`src/rtl/sgip_pkg.sv`:
```
// shared constants and types of the steering and gear input port
package sgip_pkg;

   localparam int BACKLOG_BITS_DEFAULT = 12;
   localparam int CSR_ADDR_BITS        = 4;
   localparam int CSR_DATA_BITS        = 32;

   // port offsets
   localparam logic [1:0] OFS_DIP_A = 2'd0;
   localparam logic [1:0] OFS_DIP_B = 2'd1;
   localparam logic [1:0] OFS_GEAR  = 2'd2;
   localparam logic [1:0] OFS_STEER = 2'd3;

   // register indexes
   localparam logic [1:0] REG_DIP_A = 2'd0;
   localparam logic [1:0] REG_DIP_B = 2'd1;
   localparam logic [1:0] REG_DIP_C = 2'd2;

   // gear numbers and their read codes
   localparam logic [2:0] GEAR_1 = 3'd1;
   localparam logic [2:0] GEAR_2 = 3'd2;
   localparam logic [2:0] GEAR_3 = 3'd3;
   localparam logic [2:0] GEAR_4 = 3'd4;

   localparam logic [7:0] GEAR_1_CODE = 8'he0;
   localparam logic [7:0] GEAR_2_CODE = 8'hd0;
   localparam logic [7:0] GEAR_3_CODE = 8'hb0;
   localparam logic [7:0] GEAR_4_CODE = 8'h70;

   // steering pulse bytes
   localparam logic [7:0] PULSE_RIGHT = 8'hc0;
   localparam logic [7:0] PULSE_LEFT  = 8'h80;
   localparam logic [7:0] PULSE_NONE  = 8'h00;

   // wheel wrap bounds
   localparam logic signed [9:0] WRAP_HIGH = 10'sd128;
   localparam logic signed [9:0] WRAP_SPAN = 10'sd256;

   typedef struct packed {
      logic fire;   // item leaves the input register this cycle
      logic steer;  // item is an offset 3 read
   } step_ctl_type;

endpackage

```
`src/rtl/sgip_gear.sv`:
```
// gear latch with priority switch select and read code
module sgip_gear (
   input  logic                  clock,
   input  logic                  reset,
   input  sgip_pkg::step_ctl_type ctl,
   input  logic [3:0]            gear_switches,
   output logic [7:0]            gear_code
);

   logic [2:0] gear_ff;
   logic [2:0] gear_in;

   always_comb begin
      if (gear_switches[0]) begin
         gear_in = sgip_pkg::GEAR_1;
      end else if (gear_switches[1]) begin
         gear_in = sgip_pkg::GEAR_2;
      end else if (gear_switches[2]) begin
         gear_in = sgip_pkg::GEAR_3;
      end else if (gear_switches[3]) begin
         gear_in = sgip_pkg::GEAR_4;
      end else begin
         gear_in = gear_ff;
      end
   end

   // code reflects the latch as updated by this read
   always_comb begin
      case (gear_in)
         sgip_pkg::GEAR_1: gear_code = sgip_pkg::GEAR_1_CODE;
         sgip_pkg::GEAR_2: gear_code = sgip_pkg::GEAR_2_CODE;
         sgip_pkg::GEAR_3: gear_code = sgip_pkg::GEAR_3_CODE;
         default:          gear_code = sgip_pkg::GEAR_4_CODE;
      endcase
   end

   always_ff @(posedge clock) begin
      if (reset) begin
         gear_ff <= sgip_pkg::GEAR_1;
      end else if (ctl.fire) begin
         gear_ff <= gear_in;
      end
   end

endmodule

```
`src/rtl/sgip_steer.sv`:
```
// wheel delta, pulse backlog with saturation and pulse select
module sgip_steer #(
   parameter int BACKLOG_BITS = sgip_pkg::BACKLOG_BITS_DEFAULT
) (
   input  logic                  clock,
   input  logic                  reset,
   input  sgip_pkg::step_ctl_type ctl,
   input  logic [7:0]            wheel_position,
   output logic [7:0]            pulse
);

   localparam logic signed [BACKLOG_BITS:0] LIM =
      (BACKLOG_BITS+1)'((1 << (BACKLOG_BITS - 1)) - 1);
   localparam logic signed [BACKLOG_BITS:0] NLIM = -LIM;

   logic        [7:0]              prev_ff;
   logic signed [BACKLOG_BITS-1:0] backlog_ff;
   logic signed [BACKLOG_BITS-1:0] backlog_in;

   logic signed [9:0]              raw_d;
   logic signed [9:0]              wrap_d;
   logic signed [9:0]              neg_d;
   logic signed [9:0]              quo;
   logic signed [6:0]              quo_n;
   logic signed [BACKLOG_BITS:0]   sum;
   logic signed [BACKLOG_BITS:0]   sat;
   logic signed [BACKLOG_BITS-1:0] sat_n;

   always_comb begin
      raw_d = $signed({2'b00, wheel_position}) - $signed({2'b00, prev_ff});
      if (raw_d > sgip_pkg::WRAP_HIGH) begin
         wrap_d = raw_d - sgip_pkg::WRAP_SPAN;
      end else if (raw_d < -sgip_pkg::WRAP_HIGH) begin
         wrap_d = raw_d + sgip_pkg::WRAP_SPAN;
      end else begin
         wrap_d = raw_d;
      end
      // divide by four, rounding toward zero
      neg_d = -wrap_d;
      quo   = wrap_d[9] ? -(neg_d >>> 2) : (wrap_d >>> 2);
      quo_n = quo[6:0];

      sum = $signed({backlog_ff[BACKLOG_BITS-1], backlog_ff})
          + $signed({{(BACKLOG_BITS-6){quo_n[6]}}, quo_n});
      if (sum > LIM) begin
         sat = LIM;
      end else if (sum < NLIM) begin
         sat = NLIM;
      end else begin
         sat = sum;
      end
      sat_n = sat[BACKLOG_BITS-1:0];

      if (sat_n > 0) begin
         backlog_in = sat_n - $signed({{(BACKLOG_BITS-1){1'b0}}, 1'b1});
         pulse      = sgip_pkg::PULSE_RIGHT;
      end else if (sat_n < 0) begin
         backlog_in = sat_n + $signed({{(BACKLOG_BITS-1){1'b0}}, 1'b1});
         pulse      = sgip_pkg::PULSE_LEFT;
      end else begin
         backlog_in = sat_n;
         pulse      = sgip_pkg::PULSE_NONE;
      end
   end

   always_ff @(posedge clock) begin
      if (reset) begin
         prev_ff    <= '0;
         backlog_ff <= '0;
      end else if (ctl.fire && ctl.steer) begin
         prev_ff    <= wheel_position;
         backlog_ff <= backlog_in;
      end
   end

endmodule

```
`src/rtl/steering_gear_input_port_unit.sv`:
```
// top level of the steering and gear input port
//
//   channel  direction  handshake              payload
//   req      in         req_valid / req_stall  req_offset, req_wheel_position, req_gear_switches
//   rsp      out        rsp_valid / rsp_stall  rsp_read_data
//   csr      in         apb write/read         dip banks a, b, c at 0x0, 0x4, 0x8
//
// one beat per cycle unless stalled; a beat passes the input register, then the result register
// the rate is set by the input and result registers, with one pass of logic between
// reset is synchronous: gear 1, wheel and backlog zero, dip banks zero, both stages empty
// a stalled result holds; the input stage stalls only when it is full and the result is held
module steering_gear_input_port_unit #(
   parameter int BACKLOG_BITS = sgip_pkg::BACKLOG_BITS_DEFAULT
) (
   input  logic                               clock,
   input  logic                               reset,

   input  logic                               req_valid,
   output logic                               req_stall,
   input  logic [1:0]                         req_offset,
   input  logic [7:0]                         req_wheel_position,
   input  logic [3:0]                         req_gear_switches,

   output logic                               rsp_valid,
   input  logic                               rsp_stall,
   output logic [7:0]                         rsp_read_data,

   input  logic                               csr_psel,
   input  logic                               csr_penable,
   input  logic                               csr_pwrite,
   input  logic [sgip_pkg::CSR_ADDR_BITS-1:0] csr_paddr,
   input  logic [sgip_pkg::CSR_DATA_BITS-1:0] csr_pwdata,
   output logic [sgip_pkg::CSR_DATA_BITS-1:0] csr_prdata,
   output logic                               csr_pready
);

   logic       in_valid_ff;
   logic       in_valid_in;
   logic [1:0] in_offset_ff;
   logic [7:0] in_wheel_ff;
   logic [3:0] in_switches_ff;

   logic       out_valid_ff;
   logic       out_valid_in;
   logic [7:0] out_data_ff;
   logic [7:0] out_data_in;

   logic [7:0] dip_a_ff;
   logic [7:0] dip_b_ff;
   logic [7:0] dip_c_ff;

   logic       out_free;
   logic       accept;
   logic       csr_write;
   logic [1:0] csr_index;
   logic [7:0] gear_code;
   logic [7:0] pulse;

   sgip_pkg::step_ctl_type ctl;

   assign out_free  = !out_valid_ff || !rsp_stall;
   assign req_stall = in_valid_ff && !out_free;
   assign accept    = req_valid && !req_stall;

   assign ctl.fire  = in_valid_ff && out_free;
   assign ctl.steer = (in_offset_ff == sgip_pkg::OFS_STEER);

   assign in_valid_in  = accept || (in_valid_ff && !ctl.fire);
   assign out_valid_in = ctl.fire || (out_valid_ff && rsp_stall);

   always_ff @(posedge clock) begin
      if (reset) begin
         in_valid_ff  <= 1'b0;
         out_valid_ff <= 1'b0;
      end else begin
         in_valid_ff  <= in_valid_in;
         out_valid_ff <= out_valid_in;
      end
   end

   always_ff @(posedge clock) begin
      if (accept) begin
         in_offset_ff   <= req_offset;
         in_wheel_ff    <= req_wheel_position;
         in_switches_ff <= req_gear_switches;
      end
      if (ctl.fire) begin
         out_data_ff <= out_data_in;
      end
   end

   sgip_gear u_gear (
      .clock         (clock),
      .reset         (reset),
      .ctl           (ctl),
      .gear_switches (in_switches_ff),
      .gear_code     (gear_code)
   );

   sgip_steer #(
      .BACKLOG_BITS (BACKLOG_BITS)
   ) u_steer (
      .clock          (clock),
      .reset          (reset),
      .ctl            (ctl),
      .wheel_position (in_wheel_ff),
      .pulse          (pulse)
   );

   always_comb begin
      case (in_offset_ff)
         sgip_pkg::OFS_DIP_A: out_data_in = dip_a_ff;
         sgip_pkg::OFS_DIP_B: out_data_in = dip_b_ff;
         sgip_pkg::OFS_GEAR:  out_data_in = gear_code;
         default:             out_data_in = dip_c_ff | pulse;
      endcase
   end

   assign rsp_valid     = out_valid_ff;
   assign rsp_read_data = out_data_ff;

   // register file
   assign csr_pready = 1'b1;
   assign csr_write  = csr_psel && csr_penable && csr_pwrite;
   assign csr_index  = csr_paddr[3:2];

   always_ff @(posedge clock) begin
      if (reset) begin
         dip_a_ff <= '0;
         dip_b_ff <= '0;
         dip_c_ff <= '0;
      end else if (csr_write) begin
         case (csr_index)
            sgip_pkg::REG_DIP_A: dip_a_ff <= csr_pwdata[7:0];
            sgip_pkg::REG_DIP_B: dip_b_ff <= csr_pwdata[7:0];
            sgip_pkg::REG_DIP_C: dip_c_ff <= csr_pwdata[7:0];
            default: ;
         endcase
      end
   end

   always_comb begin
      case (csr_index)
         sgip_pkg::REG_DIP_A: csr_prdata = {24'd0, dip_a_ff};
         sgip_pkg::REG_DIP_B: csr_prdata = {24'd0, dip_b_ff};
         sgip_pkg::REG_DIP_C: csr_prdata = {24'd0, dip_c_ff};
         default:             csr_prdata = '0;
      endcase
   end

endmodule

```
`config.mk`:
```
export PLATFORM = sky130hd
export DESIGN_NAME = steering_gear_input_port_unit
export DESIGN_NICKNAME = d
export VERILOG_FILES = /design/src/rtl/sgip_pkg.sv /design/src/rtl/sgip_gear.sv /design/src/rtl/sgip_steer.sv /design/src/rtl/steering_gear_input_port_unit.sv
export SDC_FILE = /design/constraint.sdc
export NUM_CORES = 1
export LEC_CHECK = 0
export BUFFER_PORTS_ARGS = -buffer_cell sky130_fd_sc_hd__buf_2
export CAP_MARGIN = 20
export CELL_PAD_IN_SITES_DETAIL_PLACEMENT = 2
export CELL_PAD_IN_SITES_GLOBAL_PLACEMENT = 2
export CORE_MARGIN = 2
export CORE_UTILIZATION = 36
export CTS_CLUSTER_DIAMETER = 200
export DETAILED_ROUTE_END_ITERATION = 12
export HOLD_SLACK_MARGIN = 0.02
export PLACE_DENSITY = 0.92
export RECOVER_POWER = 100
export SETUP_SLACK_MARGIN = 0.5
export SLEW_MARGIN = 20
export SYNTH_ARGS = -nofsm -noshare
export SYNTH_HDL_FRONTEND = slang
export SYNTH_SLANG_ARGS = --single-unit
```
`constraint.sdc`:
```
create_clock -name clock -period 10 [get_ports clock]
set_clock_uncertainty 0.05 [all_clocks]
set_input_delay 0.5 -clock clock [delete_from_list [all_inputs] [get_ports clock]]
set_output_delay 0.5 -clock clock [all_outputs]
set_load 0.1 [all_outputs]
```
# Word level (Yosys, flattened, before mapping)
# Cells that the tools add are included.
# totals
ff_bits	71
out_inout_bits	43
word_cells	72
# op_classes
addsub	8
n_lt_le_gt_ge	6
eq_ne	8
mux	16
n_bitwise	1
n_reduce_logical	21
# ops
operator	n
$pmux W8 S3	3
$mux W12	4
$mux W10	2
$mux W8	2
$add A12 B7 Y13	1
$gt A13 B12 Y1 const B	1
$lt A13 B12 Y1 const B	1
$add A12 B2 Y12 const B	1
$gt A12 B1 Y1 const B	1
$lt A12 B1 Y1 const B	1
$mux W3	4
$sub A12 B2 Y12 const B	1
$add A10 B10 Y10 const B	1
$gt A10 B9 Y1 const B	1
$lt A10 B8 Y1 const B	1
$sub A10 B10 Y10 const B	1
$neg A9 Y9	1
$sub A8 B8 Y9	1
$logic_and A1 B1 Y1	8
$or A8 B8 Y8	1
$mux W7	1
$neg A7 Y7	1
$eq A2 B2 Y1 const B	3
$eq A3 B2 Y1 const B	2
6 further kinds	16

# Depth between registers and ports, before layout
# logic_depth
word_depth	16
mapped_depth	29
depth_no_buf	28

# Cells and area by module
# A second synthesis with hierarchy kept.
# hier_totals
hier_cells	582
hier_area_um2	5159.9
# by_module_without_submodules
module	instances	cells_per_inst	area_each_um2	seq_area_each_um2
sgip_steer	1	355	2582.5	400.4
steering_gear_input_port_unit	1	196	2358.5	1181.1
sgip_gear	1	31	219.0	60.1

# Worst setup path after synthesis
# OpenSTA, ideal clock, no wires.
# synth_timing
path_type	register to register
from	register in_wheel_ff[0]
to	register u_steer.backlog_ff[6]
t_arrival_ns	5.581
t_required_ns	9.816
path_slack_ns	4.235
stages_incl_launch_ff	28
n_path_buf	0
path_cell_list	edfxtp_1 inv_1 ha_1 inv_1 fa_1 a21o_1 a21oi_1 o21bai_1 a21oi_1 xor2_1 o2111a_1 or2_2 mux2_2 fa_1 xor2_1 nor3_4 o2111ai_1 a211oi_4 nand4_4 and2_1 nand2_1 a21o_1 ha_1 nand2_1 nor3_1 xnor2_1 a2111oi_0 nor3_1
# synth_via
elab_chain_len	14
elab_cells_between_ends	21
classes_between	add/sub (8); order compare (6); mux (7)
# synth_lines
item	line	rtl
start, declared	steering_gear_input_port_unit.sv:40	logic [7:0] in_wheel_ff;
start signal, assigned	steering_gear_input_port_unit.sv:84	in_wheel_ff <= req_wheel_position;
$sub A8 B8 Y9 (*)	sgip_steer.sv:30	raw_d = $signed({2'b00, wheel_position}) - $signed({2'b00, prev_ff});
$add A10 B10 Y10 / $lt A10 B8 Y1 (equally long branches)	sgip_steer.sv:34, sgip_steer.sv:33	
$mux W10	sgip_steer.sv:33	end else if (raw_d < -sgip_pkg::WRAP_HIGH) begin
$mux W10 (*)	sgip_steer.sv:31	if (raw_d > sgip_pkg::WRAP_HIGH) begin
$neg A9 Y9	sgip_steer.sv:39	neg_d = -wrap_d;
$neg A7 Y7	sgip_steer.sv:40	quo = wrap_d[9] ? -(neg_d >>> 2) : (wrap_d >>> 2);
$mux W7 (*)	sgip_steer.sv:40	
$add A12 B7 Y13 (*)	sgip_steer.sv:44	+ $signed({{(BACKLOG_BITS-6){quo_n[6]}}, quo_n});
$lt A13 B12 Y1	sgip_steer.sv:47	end else if (sum < NLIM) begin
$mux W12	sgip_steer.sv:47	
$mux W12 (*)	sgip_steer.sv:45	if (sum > LIM) begin
$add A12 B2 Y12 / $lt A12 B1 Y1 (equally long branches)	sgip_steer.sv:58, sgip_steer.sv:57	
$mux W12	sgip_steer.sv:57	end else if (sat_n < 0) begin
$mux W12 (*)	sgip_steer.sv:54	if (sat_n > 0) begin
end signal, assigned	sgip_steer.sv:72	backlog_ff <= backlog_in;
end, declared	sgip_steer.sv:17	logic signed [BACKLOG_BITS-1:0] backlog_ff;
# Mark *: on every way between the ends. The rest lies on a longest branch, timed or not.
# A chain may end at the register's enable or synchronous reset.

# Final worst setup path
# layout_timing
from	register in_wheel_ff[1]
to	register u_steer.backlog_ff[6]
# Same word-level chain as after synthesis.

==> qor.txt <==
Post-Route Setup TNS -> 0 ns
Overflow after GRT -> 0
most frequent cell after synthesis -> nor2_1
Worst Path Arrival -> 7.94 ns
Most used DFF post-synth -> dfxtp_1
CP Class -> flip-flop to flip-flop
Final Hold Vio Count -> 0
worst vdd ir -> 0.09660 mV
clock sinks -> 71
sequential share of the synthesized area -> 33.94%
HP Class -> input port to flip-flop
synth warn -> 0
Slowest Stage Delay on Critical Path -> 0.70 ns
Setup WS post-layout -> 2.128 ns
Die W -> 119.9 um
Critical Path Source Type -> flip-flop
die area -> 14380 um^2
Fmax achieved -> 0.1270 GHz
DP Wirelength -> 11980 um
share of the synthesized area in the top cell type -> 20.28%
first-pass GRT wire length -> 28770 um
Resize count post-CTS -> 0
Syn Area/Cell -> 8.843 um^2
Final Setup Violations -> 0
DR vias/cell -> 5.875
Worst Path Max Fanout -> 10
H-tree depth -> 3
Antenna Nets Post-Route -> 0
Post-synth EDFFs -> 22
Filler cells -> 1461
initial antenna violation count -> 0
CP Buf/Inv Count -> 0
Starting Density -> 36.67%
number of DRC markers in iteration 0 -> 233
Worst Tran Pin Value -> 2.702 ns
multi-input logic area -> 2892 um^2
RePlAce Congestion -> 0.8007
post-synthesis cell count -> 547
IO Pins -> 100
root buffer cell -> clkbuf_16
Post-Syn Area -> 4837 um^2
min Tclk post-route -> 7.872 ns
DR vias -> 4494
R2R setup slack -> 2.13 ns
CTS tree -> yes
number of diodes -> 0
clk_lat worst skew -> 0.34 ns
max_cap viols -> 1
status -> finished, violations left
row cnt -> 42
required time of the worst setup path -> 10.06 ns
violated checks -> max-capacitance violations, max-slew violations
hold buffer count at CTS -> 0
I/O Buffers -> 48
routed length on met2 -> 10040 um
vias in the first global route -> 5049
Routed wire per std cell -> 24.31 um
RSZ-0062 raised after global routing -> no
Worst-path clk slew -> 0.06 ns
area grow syn2layout -> 10.40%
Total GRT Usage -> 26.00%
PD cells -> 187.4 nW/um^2
slew margin rel. -> -80.10%
area leader, netlist -> dfxtp_1
fraction of layout cells with a size suffix above 1 -> 10.02%
CTS Buf Count -> 9
Netlist cell types -> 73
Commonest cells post-synth -> nor2_1 (64), dfxtp_1 (49), nand2_1 (46), mux2i_1 (38), a21oi_1 (30)
WL met1 -> 7185 um
Max Slew Vio Count -> 53
Final #Nets -> 666
CP max stage cell -> xnor2_1
synth top area cells -> dfxtp_1 (20%), edfxtp_1 (14%), mux2i_1 (7.9%)
FF+latch area -> 1642 um^2
CP endpoint kind -> flip-flop
maximum clock insertion buffer count -> 2
count of state elements after synthesis -> 71
DIE HEIGHT -> 119.9 um
dpl ws -> 3.058 ns
fin crit share -> 78.72%
met3 WL post-DR -> 675 um
largest net degree at the start of global routing -> 53
Total Wirelength -> 18600 um
leakage power -> 2.036 nW
FFs w/ async S/R, synth -> 0%
setup bufs post-CTS -> 0
drc violations -> 0
crit-path leading delay family -> simple AND/OR/NAND/NOR gates
top sig layer -> met4
DR pass1 iterations -> 4
total core area -> 13190 um^2
==> registers in the layout, indices dropped and copies added (netlist names) <==
name	count
u_steer.backlog_ff	12
dip_a_ff	8
dip_b_ff	8
dip_c_ff	8
in_wheel_ff	8
rsp_read_data	8
u_steer.prev_ff	8
in_switches_ff	4
u_gear.gear_ff	3
in_offset_ff	2
in_valid_ff	1
rsp_valid	1
==> cell usage in the layout, fill, tap and decap left out, types with 4 or more instances in the layout <==
cell	instances
nor2_1	64
dfxtp_1	49
nand2_1	46
mux2i_1	38
a21oi_1	31
buf_2	28
o21ai_0	27
conb_1	25
ha_1	23
clkbuf_1	23
edfxtp_1	22
nand3_1	17
nor3_1	15
inv_1	15
a211oi_1	14
xnor2_1	14
xor2_1	11
clkbuf_16	9
nor4_1	6
or3_1	6
nand3b_1	5
o31ai_1	5
nor2b_1	5
a21o_1	5
and3_1	5
mux4_2	4
o211ai_1	4
maj3_1	4
buf_4	4
==> path summary, 6_finish.rpt <==
kind | start | to | depth (start not counted)
setup reg to reg | in_wheel_ff[1] | u_steer.backlog_ff[6] | 26
setup / recovery | in_wheel_ff[1] | u_steer.backlog_ff[6] | 26
hold reg to reg | u_steer.prev_ff[5] | u_steer.prev_ff[5] | 2
hold / removal | req_offset[0] | in_offset_ff[0] | 1
==> final cells by class <==
class                      instances  share of cell area (%)
multi-input combinational        433                   54.15
clock inverter                     5                  0.6560
timing repair buffer              54                   4.733
sequential                        71                   30.74
tap                              176                   4.124
clock buffer                      11                   4.545
inverter                          15                   1.054
==> report_power, final <==
part / leakage, nW / internal (mW) / switching [mW]
logic: 1.29 / 0.102 / 0.267
clock network: 0.135 / 0.175 / 0.137
registers: 0.612 / 0.308 / 0.0118
total: 2.04 / 0.585 / 0.416
==> per-stage QoR <==
| stage | instances | total power [mW] | instance area, um^2 | util [%] | hold slack (ns) |
|---|---|---|---|---|---|
| 3_5_place_dp | 748 | 0.6798 | 5126 | 38.86 | 0.4124 |
| 2_1_floorplan | 570 | 0.6006 | 4923 | - | 0.3863 |
| 3_3_place_gp | 748 | 0.6510 | 5126 | 38.86 | 0.3907 |
| 5_1_grt | 765 | 1.038 | 5340 | 40.49 | 0.2725 |
| 6_report | 765 | 1.001 | 5340 | 40.49 | 0.2787 |
| 4_1_cts | 764 | 1.004 | 5404 | 40.97 | 0.2745 |
==> metal layers <==
metal,up-vias,global-route usage (%)
met4,0,11.76
met2,159,48.58
met5,-,0
li1,2009,-
met1,2269,28.95
met3,57,3.612
==> cell families after synthesis <==
logic type                 after synthesis  synth area share, %
muxes                                   43                9.959
and+or+nand+nor                        192                19.58
AOI/OAI and AO/OA                      119                16.81
buffers and inverters                   66                7.268
DFF                                     71                33.94
adders and majority gates               29                7.605
other                                    2               0.1553
xor gates and xnor gates                25                4.682
Power figures use the tool's default switching activity.
